### src/sv/flvp_pkg.sv
package flvp_pkg;

  localparam int CNT_W    = 24;
  localparam int LEN_W    = 24;
  localparam int TIME_W   = 32;
  localparam int OFFSET_W = 40;
  localparam int COUNT_W  = 32;

  typedef enum logic [2:0] {
    PH_HEADER,
    PH_TYPE,
    PH_LENGTH,
    PH_TIME,
    PH_STREAM,
    PH_PAYLOAD,
    PH_TRAILER
  } phase_t;

  typedef enum logic [1:0] {
    KIND_AUDIO   = 2'd0,
    KIND_VIDEO   = 2'd1,
    KIND_SCRIPT  = 2'd2,
    KIND_INVALID = 2'd3
  } kind_t;

  // tag type byte codes
  localparam logic [7:0] TYPE_AUDIO  = 8'd8;
  localparam logic [7:0] TYPE_VIDEO  = 8'd9;
  localparam logic [7:0] TYPE_SCRIPT = 8'd18;

  // byte counts of the fixed fields (file header plus first previous-tag size)
  localparam logic [CNT_W-1:0] HEADER_SKIP_BYTES = 24'd13;
  localparam logic [CNT_W-1:0] LENGTH_BYTES      = 24'd3;
  localparam logic [CNT_W-1:0] TIME_LOW_BYTES    = 24'd3;
  localparam logic [CNT_W-1:0] TIME_BYTES        = 24'd4;
  localparam logic [CNT_W-1:0] STREAM_BYTES      = 24'd3;
  localparam logic [CNT_W-1:0] TRAILER_BYTES     = 24'd4;

  localparam logic [3:0] AAC_SOUND_FORMAT = 4'd10;
  localparam logic [3:0] AVC_CODEC_ID     = 4'd7;
  localparam logic [3:0] KEY_FRAME_TYPE   = 4'd1;
  localparam logic [7:0] SEQ_HEADER_BYTE  = 8'd0;

  typedef struct packed {
    kind_t               kind;
    logic [LEN_W-1:0]    length;
    logic [TIME_W-1:0]   abs_time;
    logic [OFFSET_W-1:0] offset;
    logic                key;
    logic                hdr;
    logic [COUNT_W-1:0]  audio_cnt;
    logic [COUNT_W-1:0]  video_cnt;
  } tag_rec_t;

endpackage

### src/sv/flvp_ifs.sv
interface flvp_in_if;
  logic       valid;
  logic       ready;
  logic [7:0] data_byte;
  logic       start_of_file;

  modport source(output valid, output data_byte, output start_of_file, input ready);
  modport sink(input valid, input data_byte, input start_of_file, output ready);
endinterface

interface flvp_out_if;
  logic        valid;
  logic        ready;
  logic [1:0]  tag_kind;
  logic [23:0] payload_length;
  logic [31:0] absolute_time;
  logic [39:0] payload_offset;
  logic        is_key_frame;
  logic        is_codec_header;
  logic [31:0] audio_tag_count;
  logic [31:0] video_tag_count;

  modport source(output valid, output tag_kind, output payload_length, output absolute_time,
                 output payload_offset, output is_key_frame, output is_codec_header,
                 output audio_tag_count, output video_tag_count, input ready);
  modport sink(input valid, input tag_kind, input payload_length, input absolute_time,
               input payload_offset, input is_key_frame, input is_codec_header,
               input audio_tag_count, input video_tag_count, output ready);
endinterface

### src/sv/flvp_core.sv
module flvp_core #(
  parameter int OFFSET_BITS = 40
) (
  input  logic              clk,
  input  logic              rst_n,
  input  logic              accept,
  input  logic [7:0]        data_byte,
  input  logic              start_of_file,
  output logic              rec_valid,
  output flvp_pkg::tag_rec_t rec
);
  import flvp_pkg::*;

  phase_t                 phase_r, phase_nxt, phase_e;
  logic [CNT_W-1:0]       cnt_r, cnt_nxt, cnt_e, cnt_inc;
  kind_t                  kind_r, kind_nxt, kind_e;
  logic [LEN_W-1:0]       len_r, len_nxt, len_e;
  logic [TIME_W-1:0]      time_r, time_nxt, time_e;
  logic [OFFSET_BITS-1:0] pos_r, pos_nxt, pos_e;
  logic [OFFSET_BITS-1:0] pstart_r, pstart_nxt, pstart_e;
  logic [7:0]             b0_r, b0_nxt, b0_e;
  logic [7:0]             b1_r, b1_nxt, b1_e;
  logic [COUNT_W-1:0]     acnt_r, acnt_nxt, acnt_e;
  logic [COUNT_W-1:0]     vcnt_r, vcnt_nxt, vcnt_e;
  logic                   halt_r, halt_nxt, halt_e;
  logic                   produce;
  logic                   key, hdr;

  always_comb begin
    // a start of file restarts the parser before the byte is used
    if (start_of_file) begin
      phase_e  = PH_HEADER;
      cnt_e    = '0;
      kind_e   = KIND_AUDIO;
      len_e    = '0;
      time_e   = '0;
      pos_e    = '0;
      pstart_e = '0;
      b0_e     = '0;
      b1_e     = '0;
      acnt_e   = '0;
      vcnt_e   = '0;
      halt_e   = 1'b0;
    end else begin
      phase_e  = phase_r;
      cnt_e    = cnt_r;
      kind_e   = kind_r;
      len_e    = len_r;
      time_e   = time_r;
      pos_e    = pos_r;
      pstart_e = pstart_r;
      b0_e     = b0_r;
      b1_e     = b1_r;
      acnt_e   = acnt_r;
      vcnt_e   = vcnt_r;
      halt_e   = halt_r;
    end

    cnt_inc    = cnt_e + 1'b1;
    phase_nxt  = phase_e;
    cnt_nxt    = cnt_e;
    kind_nxt   = kind_e;
    len_nxt    = len_e;
    time_nxt   = time_e;
    pos_nxt    = pos_e;
    pstart_nxt = pstart_e;
    b0_nxt     = b0_e;
    b1_nxt     = b1_e;
    acnt_nxt   = acnt_e;
    vcnt_nxt   = vcnt_e;
    halt_nxt   = halt_e;
    produce    = 1'b0;
    key        = 1'b0;
    hdr        = 1'b0;

    unique case (kind_e)
      KIND_AUDIO: begin
        key = 1'b1;
        hdr = (b0_e[7:4] == AAC_SOUND_FORMAT) && (b1_e == SEQ_HEADER_BYTE);
      end
      KIND_VIDEO: begin
        key = (b0_e[7:4] == KEY_FRAME_TYPE);
        hdr = key && (b0_e[3:0] == AVC_CODEC_ID) && (b1_e == SEQ_HEADER_BYTE);
      end
      default: begin
        key = 1'b0;
        hdr = 1'b0;
      end
    endcase

    rec.kind      = kind_e;
    rec.length    = len_e;
    rec.abs_time  = hdr ? '0 : time_e;
    rec.offset    = OFFSET_W'(pstart_e);
    rec.key       = key;
    rec.hdr       = hdr;
    rec.audio_cnt = acnt_e;
    rec.video_cnt = vcnt_e;

    if (!halt_e) begin
      pos_nxt = pos_e + 1'b1;
      unique case (phase_e)
        PH_HEADER: begin
          cnt_nxt = cnt_inc;
          if (cnt_inc == HEADER_SKIP_BYTES) begin
            phase_nxt = PH_TYPE;
            cnt_nxt   = '0;
          end
        end
        PH_TYPE: begin
          cnt_nxt  = '0;
          len_nxt  = '0;
          time_nxt = '0;
          priority if (data_byte == TYPE_AUDIO) begin
            kind_nxt  = KIND_AUDIO;
            acnt_nxt  = acnt_e + 1'b1;
            phase_nxt = PH_LENGTH;
          end else if (data_byte == TYPE_VIDEO) begin
            kind_nxt  = KIND_VIDEO;
            vcnt_nxt  = vcnt_e + 1'b1;
            phase_nxt = PH_LENGTH;
          end else if (data_byte == TYPE_SCRIPT) begin
            kind_nxt  = KIND_SCRIPT;
            phase_nxt = PH_LENGTH;
          end else begin
            // unknown type: error record, then halt until the next file
            len_nxt      = len_e;
            time_nxt     = time_e;
            cnt_nxt      = cnt_e;
            halt_nxt     = 1'b1;
            produce      = 1'b1;
            rec.kind     = KIND_INVALID;
            rec.length   = '0;
            rec.abs_time = '0;
            rec.offset   = OFFSET_W'(pos_e);
            rec.key      = 1'b0;
            rec.hdr      = 1'b0;
          end
        end
        PH_LENGTH: begin
          len_nxt = {len_e[LEN_W-9:0], data_byte};
          cnt_nxt = cnt_inc;
          if (cnt_inc == LENGTH_BYTES) begin
            phase_nxt = PH_TIME;
            cnt_nxt   = '0;
          end
        end
        PH_TIME: begin
          if (cnt_e < TIME_LOW_BYTES) begin
            time_nxt = {8'd0, time_e[15:0], data_byte};
          end else begin
            time_nxt = {data_byte, time_e[23:0]};
          end
          cnt_nxt = cnt_inc;
          if (cnt_inc == TIME_BYTES) begin
            phase_nxt = PH_STREAM;
            cnt_nxt   = '0;
          end
        end
        PH_STREAM: begin
          cnt_nxt = cnt_inc;
          if (cnt_inc == STREAM_BYTES) begin
            b0_nxt     = '0;
            b1_nxt     = '0;
            cnt_nxt    = '0;
            // next byte is the first payload byte, or the trailer when the length is zero
            pstart_nxt = pos_e + 1'b1;
            phase_nxt  = (len_e == '0) ? PH_TRAILER : PH_PAYLOAD;
          end
        end
        PH_PAYLOAD: begin
          if (cnt_e == '0) begin
            b0_nxt = data_byte;
          end
          if (cnt_e == CNT_W'(1)) begin
            b1_nxt = data_byte;
          end
          cnt_nxt = cnt_inc;
          if (cnt_inc == len_e) begin
            phase_nxt = PH_TRAILER;
            cnt_nxt   = '0;
          end
        end
        PH_TRAILER: begin
          cnt_nxt = cnt_inc;
          if (cnt_inc == TRAILER_BYTES) begin
            produce   = 1'b1;
            phase_nxt = PH_TYPE;
            cnt_nxt   = '0;
          end
        end
        default: begin
          phase_nxt = PH_HEADER;
          cnt_nxt   = '0;
        end
      endcase
    end
  end

  assign rec_valid = accept && produce;

  always_ff @(posedge clk) begin
    if (!rst_n) begin
      phase_r  <= PH_HEADER;
      cnt_r    <= '0;
      kind_r   <= KIND_AUDIO;
      len_r    <= '0;
      time_r   <= '0;
      pos_r    <= '0;
      pstart_r <= '0;
      b0_r     <= '0;
      b1_r     <= '0;
      acnt_r   <= '0;
      vcnt_r   <= '0;
      halt_r   <= 1'b0;
    end else if (accept) begin
      phase_r  <= phase_nxt;
      cnt_r    <= cnt_nxt;
      kind_r   <= kind_nxt;
      len_r    <= len_nxt;
      time_r   <= time_nxt;
      pos_r    <= pos_nxt;
      pstart_r <= pstart_nxt;
      b0_r     <= b0_nxt;
      b1_r     <= b1_nxt;
      acnt_r   <= acnt_nxt;
      vcnt_r   <= vcnt_nxt;
      halt_r   <= halt_nxt;
    end
  end

  a_halt_silent: assert property (@(posedge clk) disable iff (!rst_n)
    accept && halt_r && !start_of_file |-> !rec_valid)
    else $error("record produced while halted");

  a_header_silent: assert property (@(posedge clk) disable iff (!rst_n)
    accept && (start_of_file || phase_r == PH_HEADER) |-> !rec_valid)
    else $error("record produced during file header");

  a_halt_sticky: assert property (@(posedge clk) disable iff (!rst_n)
    halt_r && !(accept && start_of_file) |=> halt_r)
    else $error("halt left without start of file");

endmodule

### src/sv/flv_tag_header_parser.sv
// FLV tag header parser. Takes one file byte per clock on in_ch and gives one
// record per tag on out_ch; the record appears the cycle after the last byte of
// the tag's trailing size is transferred, and an error record the cycle after a
// bad type byte, after which input bytes are ignored until start_of_file. Every
// byte goes through a single state update between the input handshake and the
// record register, so a byte is taken every cycle while out_ch is not stalled;
// input stalls only while a finished record waits in the record register and
// out_ch is not ready. No clearing pass after reset. payload_offset wraps at
// 2^OFFSET_BITS.
module flv_tag_header_parser #(
  parameter int OFFSET_BITS = 40
) (
  input  logic clk,
  input  logic rst_n,
  flvp_in_if.sink    in_ch,
  flvp_out_if.source out_ch
);
  import flvp_pkg::*;

  logic     accept;
  logic     rec_valid;
  tag_rec_t rec;
  tag_rec_t rec_r;
  logic     out_valid_r;

  assign in_ch.ready = !out_valid_r || out_ch.ready;
  assign accept      = in_ch.valid && in_ch.ready;

  flvp_core #(
    .OFFSET_BITS(OFFSET_BITS)
  ) u_core (
    .clk          (clk),
    .rst_n        (rst_n),
    .accept       (accept),
    .data_byte    (in_ch.data_byte),
    .start_of_file(in_ch.start_of_file),
    .rec_valid    (rec_valid),
    .rec          (rec)
  );

  always_ff @(posedge clk) begin
    if (!rst_n) begin
      out_valid_r <= 1'b0;
    end else if (accept) begin
      out_valid_r <= rec_valid;
    end else if (out_ch.ready) begin
      out_valid_r <= 1'b0;
    end
  end

  always_ff @(posedge clk) begin
    if (rec_valid) begin
      rec_r <= rec;
    end
  end

  assign out_ch.valid           = out_valid_r;
  assign out_ch.tag_kind        = rec_r.kind;
  assign out_ch.payload_length  = rec_r.length;
  assign out_ch.absolute_time   = rec_r.abs_time;
  assign out_ch.payload_offset  = rec_r.offset;
  assign out_ch.is_key_frame    = rec_r.key;
  assign out_ch.is_codec_header = rec_r.hdr;
  assign out_ch.audio_tag_count = rec_r.audio_cnt;
  assign out_ch.video_tag_count = rec_r.video_cnt;

  a_ready_when_free: assert property (@(posedge clk) disable iff (!rst_n)
    !in_ch.ready |-> out_valid_r)
    else $error("input stalled with empty record register");

  a_error_record: assert property (@(posedge clk) disable iff (!rst_n)
    out_valid_r && out_ch.tag_kind == KIND_INVALID |->
      !out_ch.is_key_frame && !out_ch.is_codec_header &&
      out_ch.payload_length == '0 && out_ch.absolute_time == '0)
    else $error("error record carries tag data");

  a_codec_header: assert property (@(posedge clk) disable iff (!rst_n)
    out_valid_r && out_ch.is_codec_header |->
      out_ch.absolute_time == '0 && out_ch.is_key_frame &&
      (out_ch.tag_kind == KIND_AUDIO || out_ch.tag_kind == KIND_VIDEO))
    else $error("malformed codec header record");

endmodule

### src/flat_wrapper.sv
// flat-port wrapper written by rule: the top's interface ports become plain ports
module flv_tag_header_parser_flat import flvp_pkg::*;
#(
  parameter int OFFSET_BITS = 40
)
  (clk, rst_n, in_ch_valid, in_ch_data_byte, in_ch_start_of_file, in_ch_ready, out_ch_valid, out_ch_tag_kind, out_ch_payload_length, out_ch_absolute_time, out_ch_payload_offset, out_ch_is_key_frame, out_ch_is_codec_header, out_ch_audio_tag_count, out_ch_video_tag_count, out_ch_ready);
  flvp_in_if in_ch_i ();
  flvp_out_if out_ch_i ();
  input  logic clk;
  input  logic rst_n;
  input wire logic [$bits(in_ch_i.valid)-1:0] in_ch_valid;
  input wire logic [$bits(in_ch_i.data_byte)-1:0] in_ch_data_byte;
  input wire logic [$bits(in_ch_i.start_of_file)-1:0] in_ch_start_of_file;
  output wire logic [$bits(in_ch_i.ready)-1:0] in_ch_ready;
  output wire logic [$bits(out_ch_i.valid)-1:0] out_ch_valid;
  output wire logic [$bits(out_ch_i.tag_kind)-1:0] out_ch_tag_kind;
  output wire logic [$bits(out_ch_i.payload_length)-1:0] out_ch_payload_length;
  output wire logic [$bits(out_ch_i.absolute_time)-1:0] out_ch_absolute_time;
  output wire logic [$bits(out_ch_i.payload_offset)-1:0] out_ch_payload_offset;
  output wire logic [$bits(out_ch_i.is_key_frame)-1:0] out_ch_is_key_frame;
  output wire logic [$bits(out_ch_i.is_codec_header)-1:0] out_ch_is_codec_header;
  output wire logic [$bits(out_ch_i.audio_tag_count)-1:0] out_ch_audio_tag_count;
  output wire logic [$bits(out_ch_i.video_tag_count)-1:0] out_ch_video_tag_count;
  input wire logic [$bits(out_ch_i.ready)-1:0] out_ch_ready;
  assign in_ch_i.valid = in_ch_valid;
  assign in_ch_i.data_byte = in_ch_data_byte;
  assign in_ch_i.start_of_file = in_ch_start_of_file;
  assign in_ch_ready = in_ch_i.ready;
  assign out_ch_valid = out_ch_i.valid;
  assign out_ch_tag_kind = out_ch_i.tag_kind;
  assign out_ch_payload_length = out_ch_i.payload_length;
  assign out_ch_absolute_time = out_ch_i.absolute_time;
  assign out_ch_payload_offset = out_ch_i.payload_offset;
  assign out_ch_is_key_frame = out_ch_i.is_key_frame;
  assign out_ch_is_codec_header = out_ch_i.is_codec_header;
  assign out_ch_audio_tag_count = out_ch_i.audio_tag_count;
  assign out_ch_video_tag_count = out_ch_i.video_tag_count;
  assign out_ch_i.ready = out_ch_ready;
  flv_tag_header_parser #(.OFFSET_BITS(OFFSET_BITS)) u_core (.clk(clk), .rst_n(rst_n), .in_ch(in_ch_i), .out_ch(out_ch_i));
endmodule
### config.mk
export PLATFORM = sky130hd
export DESIGN_NAME = flv_tag_header_parser_flat
export DESIGN_NICKNAME = d
export VERILOG_FILES = /design/src/sv/flvp_pkg.sv /design/src/sv/flvp_ifs.sv /design/src/sv/flvp_core.sv /design/src/sv/flv_tag_header_parser.sv /design/src/flat_wrapper.sv
export SDC_FILE = /design/constraint.sdc
export NUM_CORES = 1
export LEC_CHECK = 0
export ABC_AREA = 1
export BUFFER_PORTS_ARGS = -buffer_cell sky130_fd_sc_hd__buf_2
export CORE_ASPECT_RATIO = 0.8
export CORE_MARGIN = 4
export CORE_UTILIZATION = 30
export CTS_CLUSTER_SIZE = 8
export DETAILED_ROUTE_END_ITERATION = 6
export MAX_ROUTING_LAYER = met4
export SYNTH_ARGS = -nofsm -noshare
export SYNTH_HDL_FRONTEND = slang
export SYNTH_SLANG_ARGS = --single-unit
### constraint.sdc
create_clock -name clk -period 12.3 [get_ports clk]
set_input_delay 1.845 -clock clk [delete_from_list [all_inputs] [get_ports clk]]
set_output_delay 1.845 -clock clk [all_outputs]
set_load 0.005 [all_outputs]
==> run summary, run 1 <==
Max_cap viols - 0
Initial Utilization - 30.24%
CTS root buffer - clkbuf_16
Final wirelength - 77,250 um
Worst-Margin Slew - 1.261 ns
Startpoint types - primary input
Initial DRC Count - 2,228
Initial antenna violation count - 2
First-pass GRT wire length - 118,000 um
Row count - 90
Hold Crit Class - reg -> reg
Ys flop type - dfxtp_1
Yosys top cell area share - 21.71%
Min Clock Period, post-route - 6.620 ns
WP data arrival - 6.87 ns
Post-Syn Area - 22,780 sq um
R2r setup slk - 7.74 ns
Synth Area per Inst - 7.186 sq um
Cells after synthesis - 3,170
H-tree levels - 2
YS warnings - 0
Share of layout cells above drive strength 1 - 10.80%
Grt ovf - 0
RSZ-0062 raised after global routing - false
Status - finished, final reports clean
PD cells - 122.0 nW/um^2
CTS Sinks - 411
Post-synth EDFFs - 164
CP max stage delay - 0.74 ns
CTS tree - done
Largest area contributor in the netlist - dfxtp_1
Die Span Y - 254.5 um
Die W - 316.1 um
Pwr Total - 0.003182 W
R2R Path Start - u_core.u_core.cnt_r[0]
Min-delay src - u_core.u_core.pstart_r[27]
Leak - 10.12 nW
DRC violations left - 0
Critical path's most frequent cell - nand2_1
Most common cell in the netlist - nand2_1
CTS Buf Count - 57
Final setup vio count - 0
Synthesis-stage register bit count - 411
Crit-path cells - buf_6, inv_4, nand2_1, inv_1, ha_1, nand3_1, nor2_4, nand2_2, nor2_4, nand2_1, nand2_1, nand2_2, nor2_2, nand2_1, nor2_4, nand2_1, inv_1, a21oi_1, nor2_4, buf_4, buf_4
Reg2reg path depth - 19
Drt pass-1 iters - 6
CP required - 12.55 ns
Final GP Congestion - 0.9636
Routed Antenna Nets - 0
Worst Clk Skew - 0.02470 ns
Hold Vio Cnt, Final - 0
Peak Freq - 151.1 MHz
IO buf count - 178
Count of cell types in the netlist - 58
Ranking of synthesized cells by area - dfxtp_1 22%, edfxtp_1 22%, nand2_1 11%, inv_1 7.3%, nor2_1 6.2%
Post-CTS Setup Repair Bufs - 0
Post-cts resize count - 0
Ys async rst share - 0%
Worst Setup End Kind - register
Post-DP HPWL - 51,480 um
Setup TNS - 0 ns
Post-synthesis sequential area ratio - 43.32%
Final-stage net count - 3,286
List of most frequent post-synthesis cells - 663 x nand2_1, 441 x inv_1, 376 x nor2_1, 278 x a21oi_1, 247 x dfxtp_1
Via-per-instance ratio - 5.056
Die ar. - 80,440 sq um
Area of the core - 75,330 sq um
End of the worst hold path - u_core.u_core.pstart_r[27]
RR Endpoint - u_core.out_ch.payload_offset[10]
P&R area growth vs syn - 14.48%
Worst vdd ir - 0.08876 mV
Critical path class - in -> reg
Hold depth - 2
Fin crit share - 53.82%
Vias in the first global route - 19,895
Clk buf depth - 3
Worst Slack Setup Final - 5.680 ns
DR vias - 21,848
Crit-path max FO - 95
Hold_buf cts - 0
Total Routing Usage GR - 19.13%
Largest net degree at the start of global routing - 96
Place WS - 5.264 ns
Net Count, Synth - 3,190
CP max stage cell - inv_4
Io pins - 179
Clock transition at the registers of the reported paths - 0.05 ns
Avg WL per Cell - 17.88 um
Max_slew headroom - 15.71%
Worst skew pair latency - 0.63 ns
Max-slew violations - 0
through the flow:
step / cells / hold slack [ns] / util [%] / cell area (sq um)
finish: 4321 / 0.4604 / 34.62 / 26080
CTS: 4318 / 0.4625 / 34.61 / 26070
global route: 4320 / 0.4814 / 34.62 / 26080
global placement: 4219 / 0.4493 / 32.46 / 24460
floorplan: 3170 / 0.4406 / - / 22780
detailed placement: 4219 / 0.4548 / 32.46 / 24460
logic make-up (layout without fill, tap and decap cells):
family,count (synthesis),after routing,share of synthesized area [%]
xor gates and xnor gates,45,45,1.791
and+or+nand+nor,1446,1446,27.78
adders and majority gates,7,7,0.3844
DFF,411,411,43.32
buffers and inverters,627,763,10.86
AOI/OAI and AO/OA,634,634,15.86
other,0,3,0
critical path, delay by kind of cell:
family | cells | cell delay [ns]
buffers and inverters | 6 | 2.38
AND/OR/NAND/NOR | 13 | 1.95
AO/OA/AOI/OAI | 1 | 0.11
adder cells (fa/ha/maj) | 1 | 0.21
flip-flops by register name (all words and copies together) (netlist names), 32 cells and up:
name and flops:
u_core.out_ch.payload_offset 40, u_core.u_core.pos_r 40, u_core.u_core.pstart_r 40, u_core.out_ch.absolute_time 32, u_core.out_ch.audio_tag_count 32, u_core.out_ch.video_tag_count 32
u_core.u_core.acnt_r 32, u_core.u_core.time_r 32, u_core.u_core.vcnt_r 32
how the worst max path moves through the flow:
| stage | cells past startpoint | slack, ns | start | endpoint |
|---|---|---|---|---|
| 3_3_place_gp | 17 | 5.31 | in_ch_start_of_file | u_core.out_ch.payload_offset[13] |
| 6_report | 21 | 5.68 | in_ch_start_of_file | u_core.out_ch.payload_offset[10] |
| 3_5_place_dp | 17 | 5.26 | in_ch_start_of_file | u_core.out_ch.payload_offset[13] |
| 5_1_grt | 21 | 5.46 | in_ch_start_of_file | u_core.out_ch.payload_offset[10] |
| 2_1_floorplan | 23 | 0.40 | in_ch_start_of_file | u_core.out_ch.absolute_time[0] |
| 4_1_cts | 17 | 5.90 | in_ch_start_of_file | u_core.out_ch.payload_offset[10] |
power breakdown:
| group | switching, W | total [W] | internal, W |
|---|---|---|---|
| combinational | 0.000193 | 0.000255 | 0.0000618 |
| sequential | 0.0000165 | 0.00146 | 0.00144 |
| clock | 0.000610 | 0.00147 | 0.000857 |
routing by layer:
metal | share of wire (%) | track usage [%]
met2 | 44 | 28.89
met5 | 0 | -
met3 | 7.2 | 3.103
met4 | 2.4 | 4.505
met1 | 46 | 26.88
cells in the final DEF (no fill, tap or decap), types with 5 or more instances in the layout:
cell type    n
buf_4       29
nor4_1      24
o22ai_1     19
nand2_2      8
a31oi_1      8
xor2_1      29
clkbuf_1    38
o221ai_1    16
nor2_4      13
edfxtp_1   164
o21a_1       5
o21ai_0    181
o21ai_1     14
nand3_1    170
o31ai_1      8
xnor2_1     15
nor2_2      23
nor2_1     370
nand3_2      7
inv_2       14
a21oi_1    278
nor3_1      76
a22oi_1     29
buf_2      176
o211ai_1    41
clkbuf_16   57
dfxtp_1    247
ha_1         7
nand4_1     65
nand3b_1     5
nor3_2       5
nand2_1    662
inv_1      440
a221oi_1    20
final cells by class:
cell class                 instances  area [sq um]
antenna                            3         7.507
clock buffer                      95          1569
clock inverter                     4         46.29
fill                            7981         49250
inverter                         458          1727
multi-input combinational       2132         10490
sequential                       411          9869
tap                             1012          1266
timing repair buffer             206          1110
Power figures use the tool's default switching activity.
==> inputs of run 2 (changes only) <==
- clock period: 12.3 -> 5.8 ns (I/O delays scaled with it)
==> run 2 against run 1 <==
Against the previous run: first-iteration DRC count decreased by 4.5%; hold slack about the same; die area unchanged; wire length decreased by 2.8%; setup slack got worse by 4.0 ns; sequential cell count unchanged; clock power increased by 110%; register-to-register slack got worse by 5.8 ns; sequential share of layout area decreased by 0.21 points; combinational power increased by 110%.
==> run summary, run 2 (same netlist as run 1, synthesis figures left out) <==
Status - finished, final reports clean
Worst skew pair latency - 0.61 ns
IO buf count - 178
Clock transition at the registers of the reported paths - 0.05 ns
CP required - 6.29 ns
Die Span Y - 254.5 um
Via-per-instance ratio - 5.025
CTS root buffer - clkbuf_16
CP max stage delay - 0.66 ns
Max-slew violations - 0
Row count - 90
Worst Clk Skew - 0.01535 ns
PD cells - 257.6 nW/um^2
Area of the core - 75,330 sq um
Fill cells - 8,032
Vias in the first global route - 20,039
CP max stage cell - inv_1
Area taken by multi-input logic gates - 10,540 sq um
Family with the most delay on the worst path - buffers and inverters
DR vias - 21,728
Io pins - 179
Final GP Congestion - 0.9554
Final-stage net count - 3,294
Worst vdd ir - 0.1814 mV
Critical path's most frequent cell - o21ai_0
DRC violations left - 0
Initial antenna violation count - 0
Ant diodes - 0
First-pass GRT wire length - 115,800 um
Die ar. - 80,440 sq um
Post-CTS Setup Repair Bufs - 0
Hold Vio Cnt, Final - 0
Peak Freq - 244.9 MHz
Total Routing Usage GR - 18.57%
Crit-path max FO - 85
Pwr Total - 0.006756 W
Post-DP HPWL - 50,830 um
Most common cell after layout, fill and taps aside - nand2_1
Min Hold Slack - 0.4608 ns
Share of layout cells above drive strength 1 - 11.38%
Die W - 316.1 um
Cell area after placement - 24,610 sq um
Hold_buf cts - 0
Avg WL per Cell - 17.36 um
CTS Buf Count - 57
Final instance area - 26,230 sq um
Hold Crit Class - reg -> reg
Leak - 10.19 nW
Reg area - 9869 sq um
Critical path class - in -> reg
CTS Sinks - 411
WP data arrival - 4.58 ns
P&R area growth vs syn - 15.13%
Max_slew headroom - 25.63%
Crit-path cells - buf_6, inv_16, nand2_4, inv_4, ha_4, nand3_4, nor2_4, nand2_2, o21ai_0, nand2_2, nand2_1, nor2_1, nand2_1, nor2_2, nand2_4, nor2_2, buf_4, inv_1, o21ai_0, o21ai_0, inv_1
Startpoint types - primary input
Initial DRC Count - 2,127
Drt pass-1 iters - 6
Post-cts resize count - 0
Max_cap viols - 0
Fin crit share - 70.41%
Routed Antenna Nets - 0
WP buf/inv - 6
Min Clock Period, post-route - 4.084 ns
Grt ovf - 0
Worst-Margin Slew - 1.112 ns
RSZ-0062 raised after global routing - false
Initial Utilization - 30.24%
Final setup vio count - 0
CTS tree - done
Worst Setup End Kind - register
Final wirelength - 75,090 um
Most frequent cells in the layout - 656 x nand2_1, 438 x inv_1, 369 x nor2_1, 277 x a21oi_1, 247 x dfxtp_1
Largest net degree at the start of global routing - 101
H-tree levels - 2
Clk buf depth - 3
## run 2: through the flow
stage	instances	TNS (ns)	setup slack (ns)	util, %
2_1_floorplan	3170	-13.06	-0.07966	-
3_3_place_gp	4227	0	1.277	32.67
3_5_place_dp	4227	0	1.169	32.67
4_1_cts	4324	0	1.826	34.81
5_1_grt	4324	0	1.459	34.81
6_report	4324	0	1.716	34.81
## run 2: worst min-delay path, delay by kind of cell, from the launching register on
kind / cells / cell delay (ns)
flip-flops: 1 / 0.30
AND/OR/NAND/NOR: 1 / 0.06
AO/OA/AOI/OAI: 1 / 0.05
## run 2: routing by layer
layer	vias up	track usage [%]	part of all wire, %
li1	10718	-	-
met1	10157	25.40	46
met2	749	29.36	46
met3	104	2.657	6.6
met4	0	3.984	2.0
met5	-	-	0
## run 2: final timing paths
kind | from | slack (ns) | endpoint | depth (start not counted)
worst max-delay path | in_ch_start_of_file | 1.72 | u_core.u_core.pstart_r[37] | 21
worst min register to register | u_core.u_core.acnt_r[0] | 0.46 | u_core.u_core.acnt_r[0] | 2
worst min-delay path | u_core.u_core.acnt_r[0] | 0.46 | u_core.u_core.acnt_r[0] | 2
worst max register to register | u_core.u_core.cnt_r[0] | 1.97 | u_core.u_core.pstart_r[37] | 19
## run 2: area by class of cell
type                       instances  area share, %
clock buffer                      94          6.006
sequential                       411          37.63
multi-input combinational       2132          40.19
tap                             1012          4.828
inverter                         458          6.645
timing repair buffer             214          4.556
clock inverter                     3         0.1431
## run 2: power by group
group	switching (W)	total [W]	internal [W]
logic	0.000407	0.000543	0.000136
registers	0.0000338	0.00309	0.00306
clock network	0.00129	0.00312	0.00183
total	0.00173	0.00676	0.00502
==> inputs of run 3 (changes only) <==
- clock period: 5.8 -> 3.9 ns (I/O delays scaled with it)
==> run 3 against run 2 <==
Against the previous run: first-iteration DRC count fell by 8.5%; sequential cell count unchanged; clock-buffer cell count grew 2; total power up 50%; hold slack worse by 0.15 ns; register-to-register slack got worse by 1.4 ns; wire length is 1.3% higher; via count up 0.95%; sequential power up 49%; global-route usage rose by 0.41 points; setup slack worse by 1.1 ns; non-clock buffer count increased by 48; critical path type is now reg -> reg; critical endpoint is now u_core.out_ch.video_tag_count[7].
==> run summary, run 3 (same netlist as run 1, synthesis figures left out) <==
Grt ovf - 0
DRC violations left - 0
Die W - 316.1 um
Final GP Congestion - 0.9894
Max-slew violations - 0
Worst Setup End Kind - register
Pwr Total - 0.01010 W
CP required - 4.22 ns
Max_slew headroom - 32.95%
RSZ-0062 raised after global routing - false
Initial Utilization - 30.24%
Area of the core - 75,330 sq um
Clk buf depth - 3
Place WS - 0.1092 ns
Total Routing Usage GR - 18.98%
Fin crit share - 84.73%
Hold Vio Cnt, Final - 0
Worst vdd ir - 0.3330 mV
CTS root buffer - clkbuf_16
Leak - 10.45 nW
Routed Antenna Nets - 0
Initial DRC Count - 1,947
R2R Path Start - u_core.u_core.cnt_r[0]
Share of layout cells above drive strength 1 - 12.59%
Initial antenna violation count - 2
Avg WL per Cell - 17.38 um
Final-stage net count - 3,342
Post-DP HPWL - 52,680 um
DR vias - 21,935
PD cells - 378.5 nW/um^2
P&R area growth vs syn - 17.17%
CP max stage cell - dfxtp_1
Placed cell count - 4,275
Die ar. - 80,440 sq um
CTS Buf Count - 57
Cell area after placement - 25,050 sq um
Startpoint types - register
Crit-path max FO - 32
Drt pass-1 iters - 7
WP data arrival - 3.62 ns
Met3 routed WL - 5891 um
Row count - 90
Hold_buf cts - 0
Worst Clk Skew - 0.03290 ns
M1 WL - 34,720 um
Min-delay src - out_ch_ready
Final instance area - 26,690 sq um
Met2 routed WL - 33,390 um
Final wirelength - 76,050 um
CTS tree - done
Layout Cells excl Fill - 4,375
Worst-Margin Slew - 1.002 ns
Min Clock Period, post-route - 3.305 ns
CP max stage delay - 0.38 ns
Final setup vio count - 0
Io pins - 179
CP startpoint - u_core.u_core.cnt_r[0]
Most frequent cells in the layout - 656 x nand2_1, 438 x inv_1, 370 x nor2_1, 277 x a21oi_1, 247 x dfxtp_1
Hold Crit Class - in -> reg
Crit-path cells - inv_1, nor2_1, ha_4, nand3_4, nor2_4, nand2_2, nor2_4, nand2_2, nand2_2, nand2_1, nor2_1, nand2_1, nor2_2, nand2_4, inv_2, a21oi_2, nor2_4, buf_4, buf_12
IO buf count - 178
Clock transition at the registers of the reported paths - 0.05 ns
Die Span Y - 254.5 um
Post-cts resize count - 0
Post-CTS Setup Repair Bufs - 0
H-tree levels - 2
Status - finished, final reports clean
Via-per-instance ratio - 5.014
Worst Slack Setup Final - 0.5954 ns
Most common cell after layout, fill and taps aside - nand2_1
Max_cap viols - 0
Critical path class - reg -> reg
Worst skew pair latency - 0.63 ns
First-pass GRT wire length - 117,100 um
Vias in the first global route - 19,949
CTS Sinks - 411
Peak Freq - 302.6 MHz
Top Layer Used - met4
Largest net degree at the start of global routing - 105
==> run 3: cell count changes in the layout (fill, tap and decap cells not counted) <==
cell / before / now
clkbuf_8: 1 / 0
buf_12: 2 / 9
nor2_2: 24 / 23
diode_2: 0 / 2
clkinv_16: 0 / 1
clkbuf_16: 57 / 58
nor3_2: 5 / 6
buf_4: 35 / 76
nor3_4: 2 / 1
inv_16: 2 / 1
inv_6: 2 / 1
clkbuf_1: 36 / 38
nor2_1: 369 / 370
==> run 3: path summary, 6_finish.rpt <==
kind         slack (ns)  cells after the start                          endpoint
min reg2reg        0.46                      2        u_core.u_core.pstart_r[33]
max                0.60                     19  u_core.out_ch.video_tag_count[7]
max reg2reg        0.60                     19  u_core.out_ch.video_tag_count[7]
min                0.31                      4               u_core.out_ch.valid
==> run 3: cell type report <==
type / count / area (sq um)
clock inverters: 2 / 38.79
multi-input cells: 2132 / 10530
diodes: 2 / 5.005
repair buffers: 262 / 1643
fillers: 8016 / 48640
clock buffers: 96 / 1594
inverters: 458 / 1743
well taps: 1012 / 1266
flip-flops and latches: 411 / 9869
==> run 3: layer usage <==
layer  vias to the layer above  track usage [%]
li1                      10809                -
met1                     10163            26.35
met2                       825            28.69
met3                       138            3.071
met4                         0            5.273
met5                         -                -
==> run 3: critical path, delay by kind of cell, from the launching register on <==
family,cells,cell delay (ns)
simple gates,13,1.72
buf+inv,4,0.60
flops,1,0.38
fa+ha+maj,1,0.20
compound gates,1,0.06
==> run 3: per-stage QoR <==
step	hold slack (ns)	util, %	setup TNS [ns]
3_3_place_gp	0.4472	33.26	0
3_5_place_dp	0.4543	33.26	0
5_1_grt	0.3225	35.43	0
4_1_cts	0.2735	35.42	0
6_report	0.3120	35.43	0
2_1_floorplan	0.4406	-	-279.51
==> run 3: report_power, final <==
part / internal, W / switching, W / total (W) / leakage (nW)
sequential: 0.00455 / 0.0000515 / 0.00460 / 3.58
clock: 0.00274 / 0.00192 / 0.00466 / 0.776
combinational: 0.000227 / 0.000615 / 0.000843 / 6.10
total: 0.00752 / 0.00258 / 0.0101 / 10.5
